$ cat config.mk
export PLATFORM = sky130hd
export DESIGN_NAME = sorted_key_table_top
export DESIGN_NICKNAME = d
export VERILOG_FILES = /design/src/hw/rtl/skt_pkg.sv /design/src/hw/rtl/skt_ctrl.sv /design/src/hw/rtl/skt_datapath.sv /design/src/hw/rtl/sorted_key_table_top.sv
export SDC_FILE = /design/constraint.sdc
export NUM_CORES = 2
export LEC_CHECK = 0
export BUFFER_PORTS_ARGS = -buffer_cell sky130_fd_sc_hd__buf_2
export CAP_MARGIN = 20
export CORE_UTILIZATION = 50
export DETAILED_ROUTE_END_ITERATION = 8
export GPL_ROUTABILITY_DRIVEN = 0
export PLACE_DENSITY_LB_ADDON = 0.12
export SLEW_MARGIN = 20
export SYNTH_ARGS = -nofsm -noshare
export SYNTH_HDL_FRONTEND = slang
export SYNTH_SLANG_ARGS = --single-unit
$ cat constraint.sdc
create_clock -name clk_i -period 12.9 [get_ports clk_i]
set_clock_uncertainty 0.15 [all_clocks]
set_input_delay 0.645 -clock clk_i [delete_from_list [all_inputs] [get_ports clk_i]]
set_output_delay 0.645 -clock clk_i [all_outputs]
set_load 0.05 [all_outputs]
$ cat src/hw/rtl/skt_pkg.sv
package skt_pkg;

  // Default sizes and fixed port widths
  localparam int unsigned CAPACITY_DEF     = 64;
  localparam int unsigned PAYLOAD_BITS_DEF = 16;
  localparam int unsigned KEY_BITS         = 32;
  localparam int unsigned PAY_PORT_BITS    = 16;
  localparam int unsigned COUNT_PORT_BITS  = 7;

  // Command codes
  localparam logic [1:0] OP_INSERT = 2'd0;
  localparam logic [1:0] OP_LOOKUP = 2'd1;
  localparam logic [1:0] OP_REMOVE = 2'd2;

  typedef enum logic [1:0] {
    ST_OK        = 2'd0,
    ST_NOT_FOUND = 2'd1,
    ST_FULL      = 2'd2
  } status_e;

  // Command word
  typedef struct packed {
    logic [1:0]                 op;
    logic signed [KEY_BITS-1:0] key;
    logic [PAY_PORT_BITS-1:0]   payload;
  } skt_cmd_t;

  // Result word
  typedef struct packed {
    logic [1:0]                 status;
    logic                       found;
    logic [PAY_PORT_BITS-1:0]   found_payload;
    logic [COUNT_PORT_BITS-1:0] entry_count;
  } skt_res_t;

  // Index register update
  typedef enum logic [2:0] {
    IDX_HOLD  = 3'd0,
    IDX_COUNT = 3'd1,
    IDX_ZERO  = 3'd2,
    IDX_INC   = 3'd3,
    IDX_DEC   = 3'd4
  } idx_op_e;

  // Read address relative to the next index
  typedef enum logic [1:0] {
    OFF_ZERO = 2'd0,
    OFF_DOWN = 2'd1,
    OFF_UP   = 2'd2
  } rd_off_e;

  // Write data source
  typedef enum logic {
    WR_NEW  = 1'b0,
    WR_MOVE = 1'b1
  } wr_sel_e;

  // Controller to datapath
  typedef struct packed {
    logic    latch_in;
    idx_op_e idx_op;
    rd_off_e rd_off;
    logic    wr_en;
    wr_sel_e wr_sel;
    logic    cnt_inc;
    logic    cnt_dec;
    logic    res_ld;
    status_e res_status;
    logic    res_found;
  } skt_ctl_t;

  // Datapath to controller
  typedef struct packed {
    logic [1:0] in_op;
    logic [1:0] op_q;
    logic       count_zero;
    logic       count_full;
    logic       ins_move;
    logic       key_match;
    logic       idx_one;
    logic       last_srch;
    logic       last_del;
  } skt_sts_t;

endpackage

$ cat src/hw/rtl/skt_ctrl.sv
module skt_ctrl
  import skt_pkg::*;
(
  input  logic     clk_i,
  input  logic     rst_ni,
  input  logic     start,
  output logic     busy,
  output logic     result_valid_o,
  input  skt_sts_t sts_i,
  output skt_ctl_t ctl_o
);

  typedef enum logic [5:0] {
    S_IDLE = 6'b000001,
    S_INS  = 6'b000010,
    S_PUT  = 6'b000100,
    S_SRCH = 6'b001000,
    S_DEL  = 6'b010000,
    S_RESP = 6'b100000
  } state_e;

  state_e state_q, state_d;

  // Sequence the table operations
  always_comb begin
    state_d           = state_q;
    ctl_o             = '0;
    ctl_o.idx_op      = IDX_HOLD;
    ctl_o.rd_off      = OFF_ZERO;
    ctl_o.wr_sel      = WR_NEW;
    ctl_o.res_status  = ST_OK;
    unique case (state_q)
      S_IDLE: begin
        if (start) begin
          ctl_o.latch_in = 1'b1;
          unique case (sts_i.in_op)
            OP_INSERT: begin
              ctl_o.idx_op = IDX_COUNT;
              if (sts_i.count_full) begin
                ctl_o.res_ld     = 1'b1;
                ctl_o.res_status = ST_FULL;
                state_d          = S_RESP;
              end else if (sts_i.count_zero) begin
                state_d = S_PUT;
              end else begin
                state_d = S_INS;
              end
            end
            OP_LOOKUP, OP_REMOVE: begin
              ctl_o.idx_op = IDX_ZERO;
              if (sts_i.count_zero) begin
                ctl_o.res_ld     = 1'b1;
                ctl_o.res_status = ST_NOT_FOUND;
                state_d          = S_RESP;
              end else begin
                state_d = S_SRCH;
              end
            end
            default: begin
              ctl_o.res_ld = 1'b1;
              state_d      = S_RESP;
            end
          endcase
        end
      end
      S_INS: begin
        ctl_o.wr_en = 1'b1;
        if (sts_i.ins_move) begin
          ctl_o.wr_sel = WR_MOVE;
          ctl_o.idx_op = IDX_DEC;
          if (sts_i.idx_one) begin
            state_d = S_PUT;
          end
        end else begin
          ctl_o.cnt_inc = 1'b1;
          ctl_o.res_ld  = 1'b1;
          state_d       = S_RESP;
        end
      end
      S_PUT: begin
        ctl_o.wr_en   = 1'b1;
        ctl_o.cnt_inc = 1'b1;
        ctl_o.res_ld  = 1'b1;
        state_d       = S_RESP;
      end
      S_SRCH: begin
        if (sts_i.key_match) begin
          ctl_o.res_ld    = 1'b1;
          ctl_o.res_found = 1'b1;
          if (sts_i.op_q == OP_REMOVE && !sts_i.last_srch) begin
            state_d = S_DEL;
          end else begin
            ctl_o.cnt_dec = (sts_i.op_q == OP_REMOVE);
            state_d       = S_RESP;
          end
        end else if (sts_i.last_srch) begin
          ctl_o.res_ld     = 1'b1;
          ctl_o.res_status = ST_NOT_FOUND;
          state_d          = S_RESP;
        end else begin
          ctl_o.idx_op = IDX_INC;
        end
      end
      S_DEL: begin
        ctl_o.wr_en  = 1'b1;
        ctl_o.wr_sel = WR_MOVE;
        ctl_o.idx_op = IDX_INC;
        if (sts_i.last_del) begin
          ctl_o.cnt_dec = 1'b1;
          state_d       = S_RESP;
        end
      end
      S_RESP: begin
        state_d = S_IDLE;
      end
      default: begin
        state_d = S_IDLE;
      end
    endcase

    // Point the read port at the neighbour the next state compares
    unique case (state_d)
      S_INS:   ctl_o.rd_off = OFF_DOWN;
      S_DEL:   ctl_o.rd_off = OFF_UP;
      default: ctl_o.rd_off = OFF_ZERO;
    endcase
  end

  always_ff @(posedge clk_i or negedge rst_ni) begin
    if (!rst_ni) begin
      state_q <= S_IDLE;
    end else begin
      state_q <= state_d;
    end
  end

  assign busy           = (state_q != S_IDLE);
  assign result_valid_o = (state_q == S_RESP);

`ifndef SYNTH
  a_accept_busy: assert property (@(posedge clk_i) disable iff (!rst_ni)
    (start && !busy) |=> busy)
    else $error("accepted command did not raise busy");

  a_strobe_frees: assert property (@(posedge clk_i) disable iff (!rst_ni)
    result_valid_o |=> !busy && !result_valid_o)
    else $error("block not free after result strobe");

  a_one_count_step: assert property (@(posedge clk_i) disable iff (!rst_ni)
    !(ctl_o.cnt_inc && ctl_o.cnt_dec))
    else $error("count raised and lowered together");

  a_result_next: assert property (@(posedge clk_i) disable iff (!rst_ni)
    (ctl_o.cnt_inc || ctl_o.cnt_dec) |=> result_valid_o)
    else $error("count change not followed by result");
`endif

endmodule

$ cat src/hw/rtl/skt_datapath.sv
module skt_datapath
  import skt_pkg::*;
#(
  parameter int unsigned CAPACITY     = CAPACITY_DEF,
  parameter int unsigned PAYLOAD_BITS = PAYLOAD_BITS_DEF
) (
  input  logic     clk_i,
  input  logic     rst_ni,
  input  skt_cmd_t cmd_i,
  input  skt_ctl_t ctl_i,
  output skt_sts_t sts_o,
  output skt_res_t result_o
);

  localparam int unsigned AW = (CAPACITY > 1) ? $clog2(CAPACITY) : 1;
  localparam int unsigned CW = $clog2(CAPACITY + 1);
  localparam int unsigned SB = (PAYLOAD_BITS < PAY_PORT_BITS) ? PAYLOAD_BITS : PAY_PORT_BITS;

  // Table storage
  logic signed [KEY_BITS-1:0] key_mem [CAPACITY];
  logic [SB-1:0]              pay_mem [CAPACITY];

  logic [1:0]                 op_q;
  logic signed [KEY_BITS-1:0] key_q;
  logic [SB-1:0]              pay_q;
  logic [CW-1:0]              idx_q, idx_d;
  logic [CW-1:0]              count_q;
  logic [CW-1:0]              rd_idx;
  logic signed [KEY_BITS-1:0] rd_key_q;
  logic [SB-1:0]              rd_pay_q;
  logic signed [KEY_BITS-1:0] wr_key;
  logic [SB-1:0]              wr_pay;
  logic [CW:0]                idx_p1, idx_p2;
  logic [1:0]                 status_q;
  logic                       found_q;
  logic [SB-1:0]              fpay_q;
  logic [PAY_PORT_BITS+SB-1:0]     fpay_ext;
  logic [COUNT_PORT_BITS+CW-1:0]   count_ext;

  // Latch the command word
  always_ff @(posedge clk_i) begin
    if (ctl_i.latch_in) begin
      key_q <= cmd_i.key;
      pay_q <= cmd_i.payload[SB-1:0];
    end
  end

  always_ff @(posedge clk_i or negedge rst_ni) begin
    if (!rst_ni) begin
      op_q <= OP_INSERT;
    end else if (ctl_i.latch_in) begin
      op_q <= cmd_i.op;
    end
  end

  // Step the working index
  always_comb begin
    case (ctl_i.idx_op)
      IDX_COUNT: idx_d = count_q;
      IDX_ZERO:  idx_d = '0;
      IDX_INC:   idx_d = idx_q + CW'(1);
      IDX_DEC:   idx_d = idx_q - CW'(1);
      default:   idx_d = idx_q;
    endcase
  end

  always_ff @(posedge clk_i or negedge rst_ni) begin
    if (!rst_ni) begin
      idx_q <= '0;
    end else begin
      idx_q <= idx_d;
    end
  end

  // Hold the entry count
  always_ff @(posedge clk_i or negedge rst_ni) begin
    if (!rst_ni) begin
      count_q <= '0;
    end else if (ctl_i.cnt_inc) begin
      count_q <= count_q + CW'(1);
    end else if (ctl_i.cnt_dec) begin
      count_q <= count_q - CW'(1);
    end
  end

  // Read the neighbour that the next step needs
  always_comb begin
    case (ctl_i.rd_off)
      OFF_DOWN: rd_idx = idx_d - CW'(1);
      OFF_UP:   rd_idx = idx_d + CW'(1);
      default:  rd_idx = idx_d;
    endcase
  end

  assign wr_key = (ctl_i.wr_sel == WR_MOVE) ? rd_key_q : key_q;
  assign wr_pay = (ctl_i.wr_sel == WR_MOVE) ? rd_pay_q : pay_q;

  always_ff @(posedge clk_i) begin
    if (ctl_i.wr_en) begin
      key_mem[idx_q[AW-1:0]] <= wr_key;
      pay_mem[idx_q[AW-1:0]] <= wr_pay;
    end
    rd_key_q <= key_mem[rd_idx[AW-1:0]];
    rd_pay_q <= pay_mem[rd_idx[AW-1:0]];
  end

  // Compare and report
  assign idx_p1 = {1'b0, idx_q} + (CW+1)'(1);
  assign idx_p2 = {1'b0, idx_q} + (CW+1)'(2);

  always_comb begin
    sts_o.in_op      = cmd_i.op;
    sts_o.op_q       = op_q;
    sts_o.count_zero = (count_q == '0);
    sts_o.count_full = (count_q == CW'(CAPACITY));
    sts_o.idx_one    = (idx_q == CW'(1));
    sts_o.ins_move   = sts_o.idx_one ? (key_q < rd_key_q) : (rd_key_q >= key_q);
    sts_o.key_match  = (rd_key_q == key_q);
    sts_o.last_srch  = (idx_p1 >= {1'b0, count_q});
    sts_o.last_del   = (idx_p2 >= {1'b0, count_q});
  end

  // Capture the result word
  always_ff @(posedge clk_i) begin
    if (ctl_i.res_ld) begin
      status_q <= ctl_i.res_status;
      found_q  <= ctl_i.res_found;
      fpay_q   <= ctl_i.res_found ? rd_pay_q : '0;
    end
  end

  assign fpay_ext  = {PAY_PORT_BITS'(0), fpay_q};
  assign count_ext = {COUNT_PORT_BITS'(0), count_q};

  always_comb begin
    result_o.status        = status_q;
    result_o.found         = found_q;
    result_o.found_payload = fpay_ext[PAY_PORT_BITS-1:0];
    result_o.entry_count   = count_ext[COUNT_PORT_BITS-1:0];
  end

`ifndef SYNTH
  a_count_bound: assert property (@(posedge clk_i) disable iff (!rst_ni)
    count_q <= CW'(CAPACITY))
    else $error("entry count beyond capacity");

  a_write_inside: assert property (@(posedge clk_i) disable iff (!rst_ni)
    ctl_i.wr_en |-> idx_q < CW'(CAPACITY))
    else $error("table write beyond capacity");

  a_no_insert_full: assert property (@(posedge clk_i) disable iff (!rst_ni)
    ctl_i.cnt_inc |-> count_q < CW'(CAPACITY))
    else $error("insert into full table");

  a_no_remove_empty: assert property (@(posedge clk_i) disable iff (!rst_ni)
    ctl_i.cnt_dec |-> count_q != '0)
    else $error("remove from empty table");
`endif

endmodule

$ cat src/hw/rtl/sorted_key_table_top.sv
// From accepted command to result strobe: an insert shifts the entries above its
// position up one at a time, then writes the new entry; a lookup or remove scans
// from index zero to a match or the last entry, and a remove then shifts the rest
// down; an insert into a full table, a lookup or remove on an empty one, or an
// unused code goes straight to the result. Throughput: one command at a time; the
// scan or shift moves one entry per cycle; start is taken the cycle after strobe.
module sorted_key_table_top
  import skt_pkg::*;
#(
  parameter int unsigned CAPACITY     = CAPACITY_DEF,
  parameter int unsigned PAYLOAD_BITS = PAYLOAD_BITS_DEF
) (
  input  logic     clk_i,
  input  logic     rst_ni,
  input  logic     start,
  output logic     busy,
  input  skt_cmd_t cmd_i,
  output logic     result_valid_o,
  output skt_res_t result_o
);

  skt_ctl_t ctl;
  skt_sts_t sts;

  skt_ctrl u_ctrl (
    .clk_i          (clk_i),
    .rst_ni         (rst_ni),
    .start          (start),
    .busy           (busy),
    .result_valid_o (result_valid_o),
    .sts_i          (sts),
    .ctl_o          (ctl)
  );

  skt_datapath #(
    .CAPACITY     (CAPACITY),
    .PAYLOAD_BITS (PAYLOAD_BITS)
  ) u_datapath (
    .clk_i    (clk_i),
    .rst_ni   (rst_ni),
    .cmd_i    (cmd_i),
    .ctl_i    (ctl),
    .sts_o    (sts),
    .result_o (result_o)
  );

endmodule

==> summary.txt <==
Run status
  • Outcome: finished clean

Critical path
  • Crit-path max cell delay: 1020 ps
  • Worst R2R End: u_datapath.rd_key_q[17]$_DFF_P_
  • Critical path arrival: 8730 ps
  • Critical path buffers and inverters: 3
  • FF-to-FF Start: u_datapath.key_q[7]$_DFFE_PP_
  • Critical path fanouts, max: 68
  • Register-to-Register Path Depth: 21
  • CP Capture Type: register
  • Slowest stage cell, crit path: a221oi_1
  • Worst Path Required: 13600 ps
  • Worst-path cell chain: ha_1 -> a21oi_1 -> o21ai_0 -> a221oi_1 -> a31oi_1 -> a2111o_1 -> o21ai_0 -> nand2b_1 -> ha_1 -> inv_1 -> ha_1 -> a21oi_1 -> o311a_1 -> a21oi_1 -> o22ai_4 -> buf_12 -> buf_4 -> a22oi_1 -> nand2_1 -> a22oi_1 -> nand2_1
  • Crit path launch type: register
  • Critical path class: register to register
  • R2r setup slk: 4880 ps
  • Crit-path leading delay family: compound AO/OA/AOI/OAI gates

Logic synthesis
  • Compound-Gate Fraction of Synth Area: 0.0373
  • Synth area leaders: edfxtp_1 77%, mux4_2 14%, a22oi_1 2.9%
  • Main combinational cell family by area after synthesis: multiplexers
  • Asr flop ratio synth: 0.00686
  • Cell accounting for the most synthesized area: edfxtp_1
  • Syn Nets: 5710
  • Adder-cell share of the synthesized area: 0.00716
  • Synth Register Bits: 3209
  • EDFF count, synth: 3139
  • Gate Count Post-Synth: 5588
  • Sequential fraction of the synthesis area: 0.780
  • Xor/xnor share of the synthesized area: 0.00150
  • Multiplexer share of the synthesized area: 0.143
  • Ys flop type: edfxtp_1
  • Netlist cell types: 71
  • Simple-gate share of the synthesized area: 0.0182
  • Cell Area, Synth: 0.123 sq mm
  • Syn. warnings: 0
  • Avg Inst Size Synth: 22.0 sq um
  • Yosys top cell area share: 0.768

Finish
  • Synth-to-layout area growth: 14.0%
  • Fill count: 17700
  • Most common cell after layout, fill and taps aside: edfxtp_1
  • Share of cells above drive strength 1: 0.264
  • Commonest non-fill, non-tap cells in the layout: 3139 x edfxtp_1, 768 x mux4_2, 475 x a22oi_1, 350 x clkbuf_16, 312 x nand2_1
  • Nets: 6054

Detailed routing
  • Remaining DRCs: 0
  • Vias: 62000
  • DRT iter0 DRCs: 8974
  • Wire per inst: 36.8 um
  • Final wirelength: 346000 um
  • First-pass DRT Iterations: 5
  • Vias per inst: 6.60
  • Antenna violation net count after detailed routing: 0

Floorplan
  • Ports: 81
  • Initial Utilization: 0.504
  • Die Footprint: 0.247 sq mm
  • Core area: 0.244 sq mm
  • Row count: 181
  • Die width: 497 um
  • DIE HEIGHT: 497 um

Power
  • Leak: 44.1 nW
  • Total power: 34.6 mW
  • Pwr dens: 247 mW/mm^2
  • Worst VDD drop: 366 uV

Placement
  • Dpl hpwl: 176000 um
  • IO Port Bufs: 80

CTS
  • H-tree Lvls: 5
  • CTS sink cnt: 3209
  • Root buf cell: clkbuf_16
  • Setup bufs post-CTS: 0
  • CTS tree: built
  • Clk Latency, worst-skew pair: 970 ps
  • Clock slew at reported path FFs: 60 ps
  • CTS buffer count: 343
  • CTS max path bufs: 4
  • Cts repair resizes: 0
  • Cts hold-fix bufs: 51

Timing
  • Setup TNS: 0 ps
  • Worst-Margin Slew: 1220 ps
  • Setup Viol. Count Final: 0
  • Fin crit period: 8020 ps
  • Slew Limit Fails: 0
  • Fin crit share: 0.622
  • Slew headroom: 0.187
  • Fmax: 125 MHz
  • RSZ-0062 raised after global routing: false
  • Final hold vios: 0

Global routing
  • Largest net degree at the start of global routing: 121
  • Aggregate global-route resource usage: 0.280
  • Gr ovfl total: 0
  • Initial antenna violation count: 5
  • Number of global-route vias before repair: 61300
  • Global-route wire length before repair: 483000 um

Job
  • Max cap viols: 0

Hold path
  • Min-Delay Path Depth: 3
  • Min-Delay Path Class: primary input to register
  • Worst Hold End: u_datapath.op_q[0]$_DFFE_PN0P_
  • HP Start: start
[final cells by class]
cell class              count  area [sq um]  share of cell area
diodes                      3          7.51           0.0000537
clock buffers             427          9230              0.0660
clock inverters           183          1790              0.0128
inverters                  53           200             0.00143
multi-input cells        2028         26400               0.189
flip-flops and latches   3209         95800               0.685
well taps                3202          4010              0.0286
repair buffers            297          2470              0.0176
[Yosys cell counts (3+ instances only)]
cell type / number
edfxtp_1: 3139
mux4_2: 768
a22oi_1: 475
nand2_1: 312
clkbuf_1: 145
buf_2: 103
nor2_1: 96
ha_1: 67
o21ai_0: 54
inv_1: 53
dfxtp_1: 48
a21oi_1: 37
buf_1: 29
dfrtp_1: 21
and2_1: 19
mux2_2: 19
nand3_1: 18
buf_4: 17
nand4_1: 17
xnor2_1: 13
o211ai_1: 8
xor2_1: 8
a21o_1: 7
and3_1: 7
a31oi_1: 6
nor2b_1: 6
nor3_1: 6
nand2b_1: 5
nor4_1: 5
o22ai_1: 5
buf_6: 4
mux2i_1: 4
nand3b_1: 4
nor3b_1: 4
or3_1: 4
a211oi_1: 3
o21a_1: 3
o21bai_1: 3
or3b_2: 3
[power by group]
| part | internal [mW] | switching [mW] |
|---|---|---|
| registers | 12.4 | 0.203 |
| logic | 4.79 | 7.46 |
| clock network | 5.77 | 3.94 |
[flip-flops by register name, indices dropped and copies added, names as in the netlist]
register / count
u_ctrl.state_q: 6
u_datapath.count_q: 7
u_datapath.found_q: 1
u_datapath.fpay_q: 16
u_datapath.idx_q: 7
u_datapath.key_mem: 2048
u_datapath.key_q: 32
u_datapath.op_q: 2
u_datapath.pay_mem: 1024
u_datapath.pay_q: 16
u_datapath.rd_key_q: 32
u_datapath.rd_pay_q: 16
u_datapath.status_q: 2
[logic make-up (layout without fill, tap and decap cells)]
group / Yosys count / in the layout
flip-flops: 3209 / 3209
multiplexers: 791 / 791
AO/OA/AOI/OAI: 630 / 630
AND/OR/NAND/NOR: 517 / 517
buffers and inverters: 351 / 960
adder cells (fa/ha/maj): 69 / 69
XOR/XNOR: 21 / 21
other: 0 / 3
[routing by layer]
| layer | share of wire | up-vias | GRT usage |
|---|---|---|---|
| met5 | 0.000035 | - | 0 |
| met4 | 0.026 | 2 | 0.0726 |
| met3 | 0.089 | 485 | 0.0485 |
| met2 | 0.47 | 3133 | 0.439 |
| met1 | 0.41 | 34000 | 0.410 |
| li1 | - | 24400 | - |
[per-stage QoR]
step	cells	setup slack (ps)	util	hold slack, ps	instance area (sq um)
final	9402	4880	0.574	75.9	140000
after floorplan	5588	6440	-	199	123000
after CTS	9398	5040	0.574	15.8	140000
after detailed placement	8737	5100	0.526	325	128000
after global routing	9400	4550	0.574	75.2	140000
after global placement	8733	5220	0.526	315	128000
[how the worst max path moves through the flow]
stage | slack [ps] | startpoint | to | cells past startpoint
final | 4880 | u_datapath.key_q[7]$_DFFE_PP_ | u_datapath.rd_key_q[17]$_DFF_P_ | 21
after global routing | 4550 | u_datapath.key_q[11]$_DFFE_PP_ | u_datapath.rd_key_q[6]$_DFF_P_ | 19
after CTS | 5040 | u_datapath.key_q[11]$_DFFE_PP_ | u_datapath.rd_key_q[17]$_DFF_P_ | 20
after detailed placement | 5100 | u_datapath.key_q[11]$_DFFE_PP_ | u_datapath.rd_key_q[17]$_DFF_P_ | 20
after global placement | 5220 | u_datapath.rd_key_q[7]$_DFF_P_ | u_datapath.rd_key_q[17]$_DFF_P_ | 21
after floorplan | 6440 | u_datapath.key_q[23]$_DFFE_PP_ | u_datapath.key_mem[0][31]$_DFFE_PP_ | 10
[worst min-delay path: cells and delay by family]
kind | cells | cell delay (ps)
buffers and inverters | 1 | 130
AO/OA/AOI/OAI | 1 | 120
AND/OR/NAND/NOR | 1 | 230
Power figures use the tool's default switching activity.
